### config.mk
export PLATFORM = sky130hd
export DESIGN_NAME = cbte_sqrt
export DESIGN_NICKNAME = d
export VERILOG_FILES = /design/src/rtl/core/cbte_pkg.sv /design/src/rtl/core/cbte_sqrt.sv
export SDC_FILE = /design/constraint.sdc
export NUM_CORES = 1
export LEC_CHECK = 0
export BUFFER_PORTS_ARGS = -buffer_cell sky130_fd_sc_hd__buf_2
export CAP_MARGIN = 20
export CORE_AREA = 2 2 115 173
export DETAILED_ROUTE_END_ITERATION = 6
export DIE_AREA = 0 0 117 175
export PLACE_DENSITY = 0.81
export SYNTH_ARGS = -nofsm -noshare
export SYNTH_HDL_FRONTEND = slang
export SYNTH_SLANG_ARGS = --single-unit
### constraint.sdc
create_clock -name clk -period 7.6 [get_ports clk]
set_input_delay 1.14 -clock clk [delete_from_list [all_inputs] [get_ports clk]]
set_output_delay 1.14 -clock clk [all_outputs]
set_load 0.02 [all_outputs]
### src/rtl/core/cbte_pkg.sv
package cbte_pkg;

  localparam int CW = 32;
  localparam int FB = 16;
  localparam int DW = FB + 2;
  localparam int TW = FB + 1;
  localparam int WB = 30;
  localparam int SW = 2 * CW + 4;   // sum of squares
  localparam int RW = CW + 2;       // square root width
  localparam int AW = CW + WB + 6;  // accumulator width
  localparam int MW = 36;           // serial multiplier operand width
  localparam int PW = 2 * MW;

  typedef enum logic [2:0] {
    FN_LOAD_A = 3'd0,
    FN_LOAD_B = 3'd1,
    FN_POINT  = 3'd2,
    FN_DERIV1 = 3'd3,
    FN_DERIV2 = 3'd4
  } func_t;

  typedef enum logic [3:0] {
    ST_IDLE,
    ST_CHORD,
    ST_SQRT,
    ST_CTRL,
    ST_WGT,
    ST_ACC,
    ST_OUT
  } state_t;

  typedef struct packed {
    logic          start;
    logic [MW-1:0] a;
    logic [MW-1:0] b;
    logic          neg;
  } mul_req_t;

  typedef struct packed {
    logic                 done;
    logic signed [PW-1:0] p;
  } mul_rsp_t;

  function automatic logic signed [CW-1:0] sat_cw(input logic signed [AW-1:0] v,
                                                  output logic clip);
    logic signed [AW-1:0] hi;
    logic signed [AW-1:0] lo;
    hi = AW'((64'sd1 <<< (CW - 1)) - 1);
    lo = -hi - AW'(1);
    clip = 1'b0;
    if (v > hi) begin
      clip = 1'b1;
      sat_cw = hi[CW-1:0];
    end else if (v < lo) begin
      clip = 1'b1;
      sat_cw = lo[CW-1:0];
    end else begin
      sat_cw = v[CW-1:0];
    end
  endfunction

endpackage

### src/rtl/core/cbte_sqrt.sv
// Restoring square root, one result bit per cycle.
module cbte_sqrt
  import cbte_pkg::*;
(
  input  logic          clk,
  input  logic          rst_n,
  input  logic          start,
  input  logic [SW-1:0] radicand,
  output logic          done,
  output logic [RW-1:0] root
);

  logic [SW-1:0] rem_r, rem_nxt, q_r, q_nxt, bit_r, bit_nxt;
  logic          busy_r, busy_nxt, done_r, done_nxt;

  always_comb begin
    rem_nxt = rem_r;
    q_nxt = q_r;
    bit_nxt = bit_r;
    busy_nxt = busy_r;
    done_nxt = 1'b0;
    if (start) begin
      rem_nxt = radicand;
      q_nxt = '0;
      bit_nxt = SW'(1) << (2 * (RW - 1));
      busy_nxt = 1'b1;
    end else if (busy_r) begin
      if (rem_r >= (q_r | bit_r)) begin
        rem_nxt = rem_r - (q_r | bit_r);
        q_nxt = (q_r >> 1) | bit_r;
      end else begin
        q_nxt = q_r >> 1;
      end
      bit_nxt = bit_r >> 2;
      if (bit_r[0]) begin
        busy_nxt = 1'b0;
        done_nxt = 1'b1;
      end
    end
  end

  always_ff @(posedge clk) begin
    if (!rst_n) begin
      busy_r <= 1'b0;
      done_r <= 1'b0;
    end else begin
      busy_r <= busy_nxt;
      done_r <= done_nxt;
    end
    rem_r <= rem_nxt;
    q_r <= q_nxt;
    bit_r <= bit_nxt;
  end

  assign done = done_r;
  assign root = q_r[RW-1:0];

endmodule
==> results.json <==
{
  "syn_area_mm2": 0.0113,
  "die_area_mm2": 0.0205,
  "nNetsFinal": 1493,
  "root_buffer": "clkbuf_16",
  "fin_crit_ps": 4540,
  "grt_max_degree": 87,
  "antenna_found_initial": 0,
  "hpwl_mm": 20.3,
  "max_slew_margin": 0.384,
  "start_util": 0.592,
  "grtUsageTotal": 0.280,
  "syn_area_per_cell_um2": 8.46,
  "dr_total_vias": 9891,
  "power_per_cell_area_mw_per_mm2": 272,
  "yosys_warnings": 0,
  "rsz0062_at_grt": "no",
  "async_flop_share": 0,
  "swShare": 0.376,
  "yosysSeqAreaShare": 0.365,
  "clk_latency_ps": 440,
  "die_y_um": 175,
  "ys_ff_latch": 171,
  "drt-initial-drc-count": 624,
  "crit_fanout": 64,
  "synth_fp_nets": 1469,
  "pwr-share-clk": 0.266,
  "numClockSinks": 171,
  "p_seq_frac": 0.341,
  "fin_crit_sh": 0.598,
  "wl_per_cell_um": 17.5,
  "finalNonFillerCells": 1623,
  "cts_setup_buffers": 0,
  "clkTransAtPathRegs_ps": 70,
  "final_area_mm2": 0.0122,
  "worst_slack_ps": 3060,
  "required_ps": 7680,
  "p_leak_nw": 4.94,
  "drv_slew": 0,
  "place_ws_ps": 3140,
  "grt_pass1_wl_mm": 45.6,
  "core-area_mm2": 0.0190,
  "setup_viol": 0,
  "wl_mm": 28.4,
  "p_switching_mw": 1.25,
  "ir_drop_v": 0.000178,
  "setup_tns_ps": 0,
  "cp.arrival_ps": 4620,
  "cap_violations": 0,
  "ant_nets": 0,
  "dp_cells": 1591,
  "final_cell_mix": "nand2_1, a21oi_1, nor2_1",
  "drive_above_1_share": 0.150,
  "hold_buffers": 0,
  "cp-end-kind": "flip-flop",
  "synth_edf_count": 68,
  "cts_inserted_buffers": 17,
  "hold_path.class": "flip-flop to flip-flop",
  "ys.flop_type": "dfxtp_1",
  "dieWidth_um": 117,
  "status": "finished clean",
  "cts.repair.resized": 0,
  "path_class": "flip-flop to flip-flop",
  "drtPass1Iterations": 5,
  "cp-start-kind": "flip-flop",
  "grt_pass1_vias": 9569,
  "antenna_cells": 0,
  "cellInternalPower_mw": 2.07,
  "io_buffers": 105,
  "drc": 0,
  "tightest_slew_ps": 924,
  "fin_skew_ps": 7.39,
  "grt_overflow_total": 0,
  "p_comb_frac": 0.393,
  "finalHoldViolCount": 0,
  "synthCells": 1330,
  "fmaxAchievable_mhz": 220,
  "avgViaCountPerCell": 6.09,
  "area_growth_pct": 8.34,
  "cts_max_level": 4,
  "cts_buffer_depth": 2,
  "dpl_cell_area_mm2": 0.0116,
  "finish.utilization": 0.641,
  "cts_tree": "done",
  "synth.distinct_cells": 75,
  "final_common_cell": "nand2_1",
  "ios": 106,
  "place.gp.congestion": 0.950,
  "row_count": 62
}
## power by group through the flow
stage | logic (mW) | clock network (mW) | registers [mW]
final | 1.30 | 0.880 | 1.13
after global routing | 1.43 | 0.926 | 1.14
after CTS | 1.28 | 0.890 | 1.13
after detailed placement | 1.26 | 0 | 1.15
after global placement | 1.25 | 0 | 1.14
after floorplan | 1.00 | 0 | 1.13
## state kept, by name (all words and copies together) (netlist names)
register,cells
rem_r,68
bit_r,34
q_r,67
done,1
busy_r,1
## metrics by stage
step           total power, mW  hold WS (ps)
6_report                  3.31           480
5_1_grt                   3.50           503
4_1_cts                   3.30           482
3_5_place_dp              2.41           472
3_3_place_gp              2.39           468
2_1_floorplan             2.13           454
## critical path, cell delays in order, from the launching register on
cell	delay [ps]
dfxtp_1	370
or2_2	130
ha_1	160
inv_1	60
fa_1	400
a21oi_1	250
o211ai_1	150
a21oi_1	400
a211oi_2	150
o21ai_1	220
nand3_2	140
and2_1	200
a21boi_1	230
o21a_2	160
buf_4	520
o21ai_4	130
buf_4	430
## cell type report
class / count / area, um2
clock inverter: 15 / 165
multi-input combinational: 988 / 6350
tap: 256 / 320
sequential: 171 / 4110
fill: 1620 / 6820
inverter: 64 / 240
clock buffer: 17 / 425
timing repair buffer: 112 / 584
## cell usage after synthesis (4+ instances only)
master / count / area (um2)
nand3_1: 11 / 55.1
and2_1: 5 / 31.3
edfxtp_1: 68 / 2040
buf_4: 34 / 255
o21ai_2: 4 / 35.0
xnor2_1: 30 / 263
nor2_1: 107 / 402
a211oi_1: 7 / 52.6
nand4_1: 15 / 93.8
nor4_1: 5 / 31.3
buf_2: 11 / 55.1
nand2b_1: 6 / 37.5
dfxtp_1: 103 / 2060
o31ai_1: 10 / 75.1
a31oi_1: 40 / 250
a21o_1: 34 / 255
ha_1: 67 / 838
mux2i_1: 35 / 350
and3_1: 40 / 250
o211ai_1: 4 / 30.0
xor2_1: 28 / 245
clkbuf_1: 55 / 206
inv_1: 63 / 236
o21ai_1: 34 / 170
o21a_1: 5 / 37.5
nor3_1: 12 / 60.1
a21boi_0: 4 / 30.0
o21bai_1: 14 / 105
o21ai_0: 75 / 375
or3_1: 4 / 25.0
nor2b_1: 8 / 50.1
nand2_1: 184 / 691
a21oi_1: 119 / 596
o31ai_2: 29 / 363
buf_6: 4 / 45.0
## worst paths after layout
path              from        end  slack, ps  depth (start not counted)
min reg2reg  bit_r[10]  bit_r[10]        480                          2
min          bit_r[10]  bit_r[10]        480                          2
max reg2reg   bit_r[0]  rem_r[36]       3060                         16
max           bit_r[0]  rem_r[36]       3060                         16
## layer usage
layer,GRT usage,part of all wire,up-vias
li1,-,-,4778
met1,0.311,0.39,4695
met2,0.503,0.52,319
met3,0.0382,0.037,99
met4,0.150,0.053,0
met5,0,0,-
## logic make-up after synthesis
family	count (synthesis)	share of synthesized area
adder cells (fa/ha/maj)	68	0.0763
AND/OR/NAND/NOR	414	0.166
multiplexers	37	0.0331
buffers and inverters	171	0.0723
AO/OA/AOI/OAI	411	0.242
flip-flops	171	0.365
XOR/XNOR	58	0.0452
Power figures use the tool's default switching activity.
