### config.mk
export PLATFORM = sky130hd
export DESIGN_NAME = cbte_mul
export DESIGN_NICKNAME = d
export VERILOG_FILES = /design/src/rtl/core/cbte_pkg.sv /design/src/rtl/core/cbte_mul.sv
export SDC_FILE = /design/constraint.sdc
export NUM_CORES = 1
export LEC_CHECK = 0
export ABC_AREA = 1
export BUFFER_PORTS_ARGS = -buffer_cell sky130_fd_sc_hd__buf_2
export CAP_MARGIN = 20
export CORE_UTILIZATION = 55
export CTS_CLUSTER_DIAMETER = 200
export DETAILED_ROUTE_END_ITERATION = 6
export GPL_TIMING_DRIVEN = 0
export PLACE_DENSITY = 0.78
export SLEW_MARGIN = 20
export SYNTH_ARGS = -nofsm -noshare
export SYNTH_HDL_FRONTEND = slang
export SYNTH_SLANG_ARGS = --single-unit
### constraint.sdc
create_clock -name clk -period 3.2 [get_ports clk]
set_clock_uncertainty 0.05 [all_clocks]
set_input_delay 0.48 -clock clk [delete_from_list [all_inputs] [get_ports clk]]
set_output_delay 0.48 -clock clk [all_outputs]
set_load 0.02 [all_outputs]
### src/rtl/core/cbte_pkg.sv
package cbte_pkg;

  localparam int CW = 32;
  localparam int FB = 16;
  localparam int DW = FB + 2;
  localparam int TW = FB + 1;
  localparam int WB = 30;
  localparam int SW = 2 * CW + 4;   // sum of squares
  localparam int RW = CW + 2;       // square root width
  localparam int AW = CW + WB + 6;  // accumulator width
  localparam int MW = 36;           // serial multiplier operand width
  localparam int PW = 2 * MW;

  typedef enum logic [2:0] {
    FN_LOAD_A = 3'd0,
    FN_LOAD_B = 3'd1,
    FN_POINT  = 3'd2,
    FN_DERIV1 = 3'd3,
    FN_DERIV2 = 3'd4
  } func_t;

  typedef enum logic [3:0] {
    ST_IDLE,
    ST_CHORD,
    ST_SQRT,
    ST_CTRL,
    ST_WGT,
    ST_ACC,
    ST_OUT
  } state_t;

  typedef struct packed {
    logic          start;
    logic [MW-1:0] a;
    logic [MW-1:0] b;
    logic          neg;
  } mul_req_t;

  typedef struct packed {
    logic                 done;
    logic signed [PW-1:0] p;
  } mul_rsp_t;

  function automatic logic signed [CW-1:0] sat_cw(input logic signed [AW-1:0] v,
                                                  output logic clip);
    logic signed [AW-1:0] hi;
    logic signed [AW-1:0] lo;
    hi = AW'((64'sd1 <<< (CW - 1)) - 1);
    lo = -hi - AW'(1);
    clip = 1'b0;
    if (v > hi) begin
      clip = 1'b1;
      sat_cw = hi[CW-1:0];
    end else if (v < lo) begin
      clip = 1'b1;
      sat_cw = lo[CW-1:0];
    end else begin
      sat_cw = v[CW-1:0];
    end
  endfunction

endpackage

### src/rtl/core/cbte_mul.sv
// Radix-2 shift-and-add multiplier: one operand bit per cycle.
module cbte_mul
  import cbte_pkg::*;
(
  input  logic     clk,
  input  logic     rst_n,
  input  mul_req_t req,
  output mul_rsp_t rsp
);

  logic [MW-1:0] b_r, b_nxt;
  logic [PW-1:0] acc_r, acc_nxt, a_r, a_nxt;
  logic [6:0]    cnt_r, cnt_nxt;
  logic          busy_r, busy_nxt, neg_r, neg_nxt, done_r, done_nxt;

  always_comb begin
    b_nxt = b_r;
    a_nxt = a_r;
    acc_nxt = acc_r;
    cnt_nxt = cnt_r;
    busy_nxt = busy_r;
    neg_nxt = neg_r;
    done_nxt = 1'b0;
    if (req.start) begin
      a_nxt = PW'(req.a);
      b_nxt = req.b;
      acc_nxt = '0;
      cnt_nxt = 7'(MW);
      busy_nxt = 1'b1;
      neg_nxt = req.neg;
    end else if (busy_r) begin
      if (b_r[0]) acc_nxt = acc_r + a_r;
      a_nxt = a_r << 1;
      b_nxt = b_r >> 1;
      cnt_nxt = cnt_r - 7'd1;
      if (cnt_r == 7'd1) begin
        busy_nxt = 1'b0;
        done_nxt = 1'b1;
      end
    end
  end

  always_ff @(posedge clk) begin
    if (!rst_n) begin
      busy_r <= 1'b0;
      done_r <= 1'b0;
    end else begin
      busy_r <= busy_nxt;
      done_r <= done_nxt;
    end
    a_r <= a_nxt;
    b_r <= b_nxt;
    acc_r <= acc_nxt;
    cnt_r <= cnt_nxt;
    neg_r <= neg_nxt;
  end

  assign rsp.done = done_r;
  assign rsp.p = neg_r ? -$signed(acc_r) : $signed(acc_r);

endmodule

==> results of run 1 <==
[placed cells by master (no fill, tap or decap), drive strengths merged]
cell type / instances
and2: 1
nor4: 16
clkbuf: 61
ha: 74
o21bai: 3
nand4: 31
nand2: 816
xor2: 98
or2: 1
nand3b: 2
nand3: 117
a41oi: 1
a31oi: 6
dfxtp: 117
edfxtp: 73
buf: 164
a21oi: 164
diode: 2
nor2: 256
xnor2: 8
a21o: 2
fa: 1
o22ai: 35
o21ai: 113
clkinv: 9
inv: 470
o211ai: 3
o21a: 2
nor3: 25
o31ai: 2
[state kept, by name, summed over array words and instances (netlist names)]
name / count
a_r: 72
acc_r: 72
b_r: 36
cnt_r: 7
busy_r: 1
done_r: 1
neg_r: 1
[worst max-delay path by stage]
| stage | from | end | slack, ns |
|---|---|---|---|
| final | acc_r[26] | rsp[69] | 0.03 |
| after global routing | acc_r[11] | rsp[64] | -0.05 |
| after CTS | acc_r[0] | rsp[64] | 0.002 |
| after detailed placement | a_r[0] | acc_r[62] | 0.26 |
| after global placement | req[73] | a_r[6] | -0.96 |
| after floorplan | req[73] | a_r[0] | 0.13 |
[cell families after synthesis]
kind of cell,synth area share
flops,0.296
xor+xnor,0.0606
simple gates,0.338
compound gates,0.115
fa+ha+maj,0.0618
buf+inv,0.128
[synth_stat cells, types with 3 or more instances]
| library cell | instances | area (µm²) |
|---|---|---|
| clkbuf_1 | 43 | 161 |
| nor2_2 | 16 | 100 |
| edfxtp_1 | 73 | 2190 |
| a31oi_1 | 6 | 37.5 |
| o21ai_0 | 108 | 541 |
| buf_1 | 9 | 33.8 |
| nand2_1 | 809 | 3040 |
| inv_1 | 458 | 1720 |
| o22ai_1 | 35 | 219 |
| nand3_1 | 112 | 561 |
| nand4_1 | 30 | 188 |
| o211ai_1 | 3 | 22.5 |
| a21oi_1 | 164 | 821 |
| o21ai_1 | 3 | 15.0 |
| ha_1 | 74 | 926 |
| nand2_2 | 7 | 43.8 |
| xor2_1 | 98 | 858 |
| nand3_2 | 5 | 50.1 |
| xnor2_1 | 8 | 70.1 |
| nor2_1 | 238 | 893 |
| dfxtp_1 | 117 | 2340 |
| o21bai_1 | 3 | 22.5 |
| nor4_1 | 14 | 87.6 |
| inv_2 | 5 | 18.8 |
| nor3_1 | 23 | 115 |
[critical path: stages (launching register included)]
cell,delay [ns]
dfxtp_1,0.36
inv_1,0.20
nand4_1,0.22
nor2_1,0.17
nand2_1,0.08
nor3_2,0.26
nand3_2,0.16
inv_1,0.08
nand2_1,0.09
nand2_1,0.13
nand2_1,0.08
xor2_1,0.14
buf_2,0.19
[routing by layer]
metal  vias up  GRT usage  share of wire
met1      7457      0.536           0.44
met2       913      0.578           0.41
met3       110      0.111           0.13
met4         0      0.122          0.025
met5         -          0              0
li1       8154          -              -
[power by group through the flow]
stage / clock network [µW] / logic, µW / registers [µW]
floorplan: 0 / 1640 / 2860
global placement: 0 / 2330 / 2950
detailed placement: 0 / 2370 / 2950
CTS: 2380 / 2400 / 2890
global route: 2460 / 2700 / 2920
finish: 2380 / 2500 / 2910
[cell type report]
| cell class | instances | share of cell area |
|---|---|---|
| repair buffers | 152 | 0.0458 |
| plain buffers | 56 | 0.0133 |
| well taps | 372 | 0.0269 |
| flip-flops and latches | 190 | 0.262 |
| inverters | 464 | 0.101 |
| multi-input cells | 1777 | 0.513 |
| clock buffers | 17 | 0.0245 |
| clock inverters | 15 | 0.0137 |
| diodes | 2 | 0.000289 |
[stage by stage]
| stage | TNS (ns) | hold slack, ns | instances | util | worst slack [ns] |
|---|---|---|---|---|---|
| floorplan | 0 | 0.390 | 2487 | - | 0.127 |
| global placement | -75.77 | 0.400 | 3007 | 0.610 | -0.958 |
| detailed placement | 0 | 0.426 | 3008 | 0.611 | 0.262 |
| CTS | 0 | 0.141 | 3040 | 0.636 | 0.00236 |
| global route | -0.301 | 0.142 | 3043 | 0.639 | -0.0487 |
| finish | 0 | 0.148 | 3045 | 0.640 | 0.0344 |
[timing repair]
item / CTS / global route
endpoints found under the setup margin: 17 / 21
resized for setup: 13 / 20
pin swaps: 5 / 8
setup buffers: 0 / 3
==> flow_summary.ini, run 1 <==
[die]
die_y_um = 169
start_util = 0.565
die_w_um = 169
rows = 60
io_pins = 149
core_um2 = 27100
dieArea_um2 = 28500

[place]
numPortBuffers = 148
dp_hpwl_um = 45400
postPlaceCellArea_um2 = 16500
place_congestion = 1.03

[cts]
insertion_delay_ns = 0.47
cts_buffers = 17
h-tree-depth = 4
cts_tree = built
clkTransAtPathRegs_ns = 0.09
clockBufferDepth = 2
ctsHoldBuffers = 0
root_buffer = clkbuf_16
numClockSinks = 190

[synthesis]
ys_types = 42
async_flop_share = 0
yosys_most_used_dff = dfxtp_1
yosysWarnings = 0
synth_area_um2 = 15300
syn-num-nets = 2638
yosysSeqAreaShare = 0.296
avgSynthCellArea_um2 = 6.16
synth-seq-cells = 190
synth_edf_count = 73
syn-instance-count = 2487

[run]
drv_cap = 0

[min_path]
whs_endpoint = neg_r
hold_start = req[0]
min_path_type = in -> reg
hold_depth = 1

[timing]
slew_viol_final = 0
relSlewSlack = 0.322
finalHoldViolations = 0
period_needed_ns = 3.17
finalCritPeriodShare = 0.989
fmax_ghz = 0.316
rsz0062_at_grt = yes
setup_viol = 0
tightest_slew_ns = 1.02

[power_and_ir_drop]
power_frac_seq = 0.374
p_per_area_nw_per_um2 = 449
p_sw_frac = 0.411
power_frac_clock = 0.305
total_power_uw = 7790
p_comb_frac = 0.321
ir_worst_vdd_mv = 0.337
switching_power_uw = 3200
p_int_uw = 4590
leakagePower_uw = 0.00886

[finish]
regArea_um2 = 4540
num-fill-cells = 2585
drive_above_1_share = 0.0932
multi_input_area_um2 = 8890
syn2layout_area_growth_pct = 13.2
finalInstanceArea_um2 = 17300
layout.nets = 2809

[setup_path]
reg2regPathDepth = 14
required_ns = 2.67
r2r_end = acc_r[61]
regToRegStartpoint = a_r[8]
critPathLaunchType = flip-flop
critPathCaptureType = output pin
cp.arrival_ns = 2.64
worst-r2r-setup-slack_ns = 0.11
worstSetupPathType = reg -> out
crit_fanout = 5

[route]
dr.first_iter.drc_count = 1695
drt_wl_total_um = 55100
drc = 1
via_per_inst = 5.46
dr.pass1.iters = 7
detail-route-antenna-nets = 0
vias = 16600
post_drt_wl_per_cell_um = 18.1

[status]
status = complete, but fails checks
violations = design-rule violations

[global_route]
grtUsageTotal = 0.387
grt_pass1_wl_um = 82700
grt_pass1_vias = 15100
antenna_found_initial = 0
grt_max_degree = 43
grt-ovfl-total = 0
Power figures use the tool's default switching activity.
==> run 2, diff against run 1 <==
Settings changed: CELL_PAD_IN_SITES_DETAIL_PLACEMENT set to 0, CELL_PAD_IN_SITES_GLOBAL_PLACEMENT set to 1, CORE_UTILIZATION 55 to 38, PLACE_DENSITY 0.78 to not set, PLACE_DENSITY_LB_ADDON set to 0.1.
==> run 2 against run 1 <==
  * The run now ends clean
  * Fmax increased by 0.77%
  * Final cell count increased by 5.0%
  * Sequential share of layout area decreased by 0.26 points
  * Worst hold slack got worse by 0.021 ns
  * Non-clock buffer count increased by 2
  * Critical path depth increased by 2
  * Via count decreased by 3.8%
  * Flip-flop and latch count unchanged
  * Critical endpoint is now acc_r[56]
  * Largest cell class unchanged
  * Highest routed layer unchanged
==> flow_summary.ini, run 2 (synthesis gave the netlist of run 1 again) <==
[status]
status = finished clean

[power_and_ir_drop]
total_power_uw = 7580
ir_worst_vdd_mv = 0.334
leakagePower_uw = 0.00886
p_per_area_nw_per_um2 = 432

[timing]
finalCritPeriodShare = 0.982
relSlewSlack = 0.250
slew_viol_final = 0
finalHoldViolations = 0
fin_ws_ns = 0.0585
hold_ws_ns = 0.127
tightest_slew_ns = 1.13
period_needed_ns = 3.14
fmax_ghz = 0.318
setup_viol = 0

[finish]
drive_above_1_share = 0.103
finalInstanceArea_um2 = 17500
layout_common_cells = nand2_1, inv_1, nor2_1
final_common_cell = nand2_1
antenna_cells = 0
syn2layout_area_growth_pct = 14.5
layout.nets = 2811
fin_cells = 3198
reg_top3 = a_r: 72 flops, acc_r: 72 flops, b_r: 36 flops

[setup_path]
cp_cell_sequence = ha_1 > fa_2 > nand3_1 > nand3_2 > nand2_1 > nand3_1 > nand3_1 > nand3_1 > nand2_1 > nand3_1 > nand2_1 > nand3_1 > nand2_1 > inv_1
worstSetupPathType = reg -> reg
required_ns = 3.51
critPathLaunchType = flip-flop
critPathCaptureType = flip-flop
max_stage_delay_ns = 0.52
crit_path_top_delay_cell = edfxtp_1
crit_top_cell = nand3_1
cp.arrival_ns = 3.45
crit_fanout = 5

[place]
dp_hpwl_um = 51000
numPortBuffers = 148
dp_cells = 3161
place_congestion = 0.976
place_ws_ns = -0.0918
postPlaceCellArea_um2 = 16700

[route]
met3_length_um = 4620
drt_wl_total_um = 59300
wl_met1_um = 30100
wl_met2_um = 23500
post_drt_wl_per_cell_um = 18.5
dr.pass1.iters = 5
vias = 16000
via_per_inst = 5.00
drc = 0
routed.top_layer = met4
dr.first_iter.drc_count = 1111
detail-route-antenna-nets = 0

[die]
core_um2 = 39700
start_util = 0.385
die_w_um = 203
die_y_um = 203
io_pins = 149
dieArea_um2 = 41100
rows = 73

[cts]
clkTransAtPathRegs_ns = 0.08
cts_tree = built
insertion_delay_ns = 0.48
root_buffer = clkbuf_16
cts_buffers = 17
ctsHoldBuffers = 0
h-tree-depth = 4
clockBufferDepth = 2
numClockSinks = 190

[global_route]
grt_pass1_wl_um = 88800
grt-ovfl-total = 0
grt_max_degree = 46
grtUsageTotal = 0.291
grt_pass1_vias = 14900
antenna_found_initial = 0

[run]
drv_cap = 0

[min_path]
min_path_type = in -> reg
==> run 2: changes by cell type in the layout (fill, tap and decap cells not counted), sizes merged <==
cell    change
clkbuf      +1
diode       -2
buf         +1
==> run 2: worst paths after layout <==
| check | from | cells past startpoint | end | slack (ns) |
|---|---|---|---|---|
| min | req[0] | 1 | neg_r | 0.13 |
| max | a_r[0] | 14 | acc_r[56] | 0.06 |
| max reg2reg | a_r[0] | 14 | acc_r[56] | 0.06 |
| min reg2reg | cnt_r[4] | 1 | cnt_r[4] | 0.44 |
==> run 2: routing by layer <==
layer | global-route usage | vias to the layer above
li1 | - | 8166
met1 | 0.440 | 7279
met2 | 0.415 | 493
met3 | 0.0573 | 59
met4 | 0.0757 | 0
met5 | 0 | -
==> run 2: final cells by class <==
cell class | instances | area, µm²
fillers | 4401 | 22200
multi-input cells | 1777 | 8960
flip-flops and latches | 190 | 4550
inverters | 464 | 1740
repair buffers | 154 | 825
well taps | 525 | 657
clock buffers | 17 | 425
plain buffers | 56 | 233
clock inverters | 15 | 149
==> run 2: critical path: cells and delay by family (launching register included) <==
family | cells | cell delay (ns)
adders and majority gates | 2 | 0.68
buffers and inverters | 1 | 0.04
DFF | 1 | 0.52
and+or+nand+nor | 11 | 1.75
==> run 2: per-stage QoR <==
stage                      util  TNS [ns]
after floorplan               -         0
after global placement    0.421    -87.53
after detailed placement  0.421    -0.173
after CTS                 0.437   -0.0229
after global routing      0.441   -0.0163
final                     0.441         0
==> run 2: what timing repair did <==
action                     4_1_cts  5_1_grt
setup endpoints to repair       40       50
buffers inserted                 3        2
gates cloned                     0        0
gates resized for setup         12       51
pin swaps                        1        5
==> run 2: report_power, final <==
part	leakage (µW)	switching, µW	internal (µW)	total (µW)
registers	0.00171	225	2710	2930
clock network	0.000284	1100	1040	2140
logic	0.00687	1720	783	2510
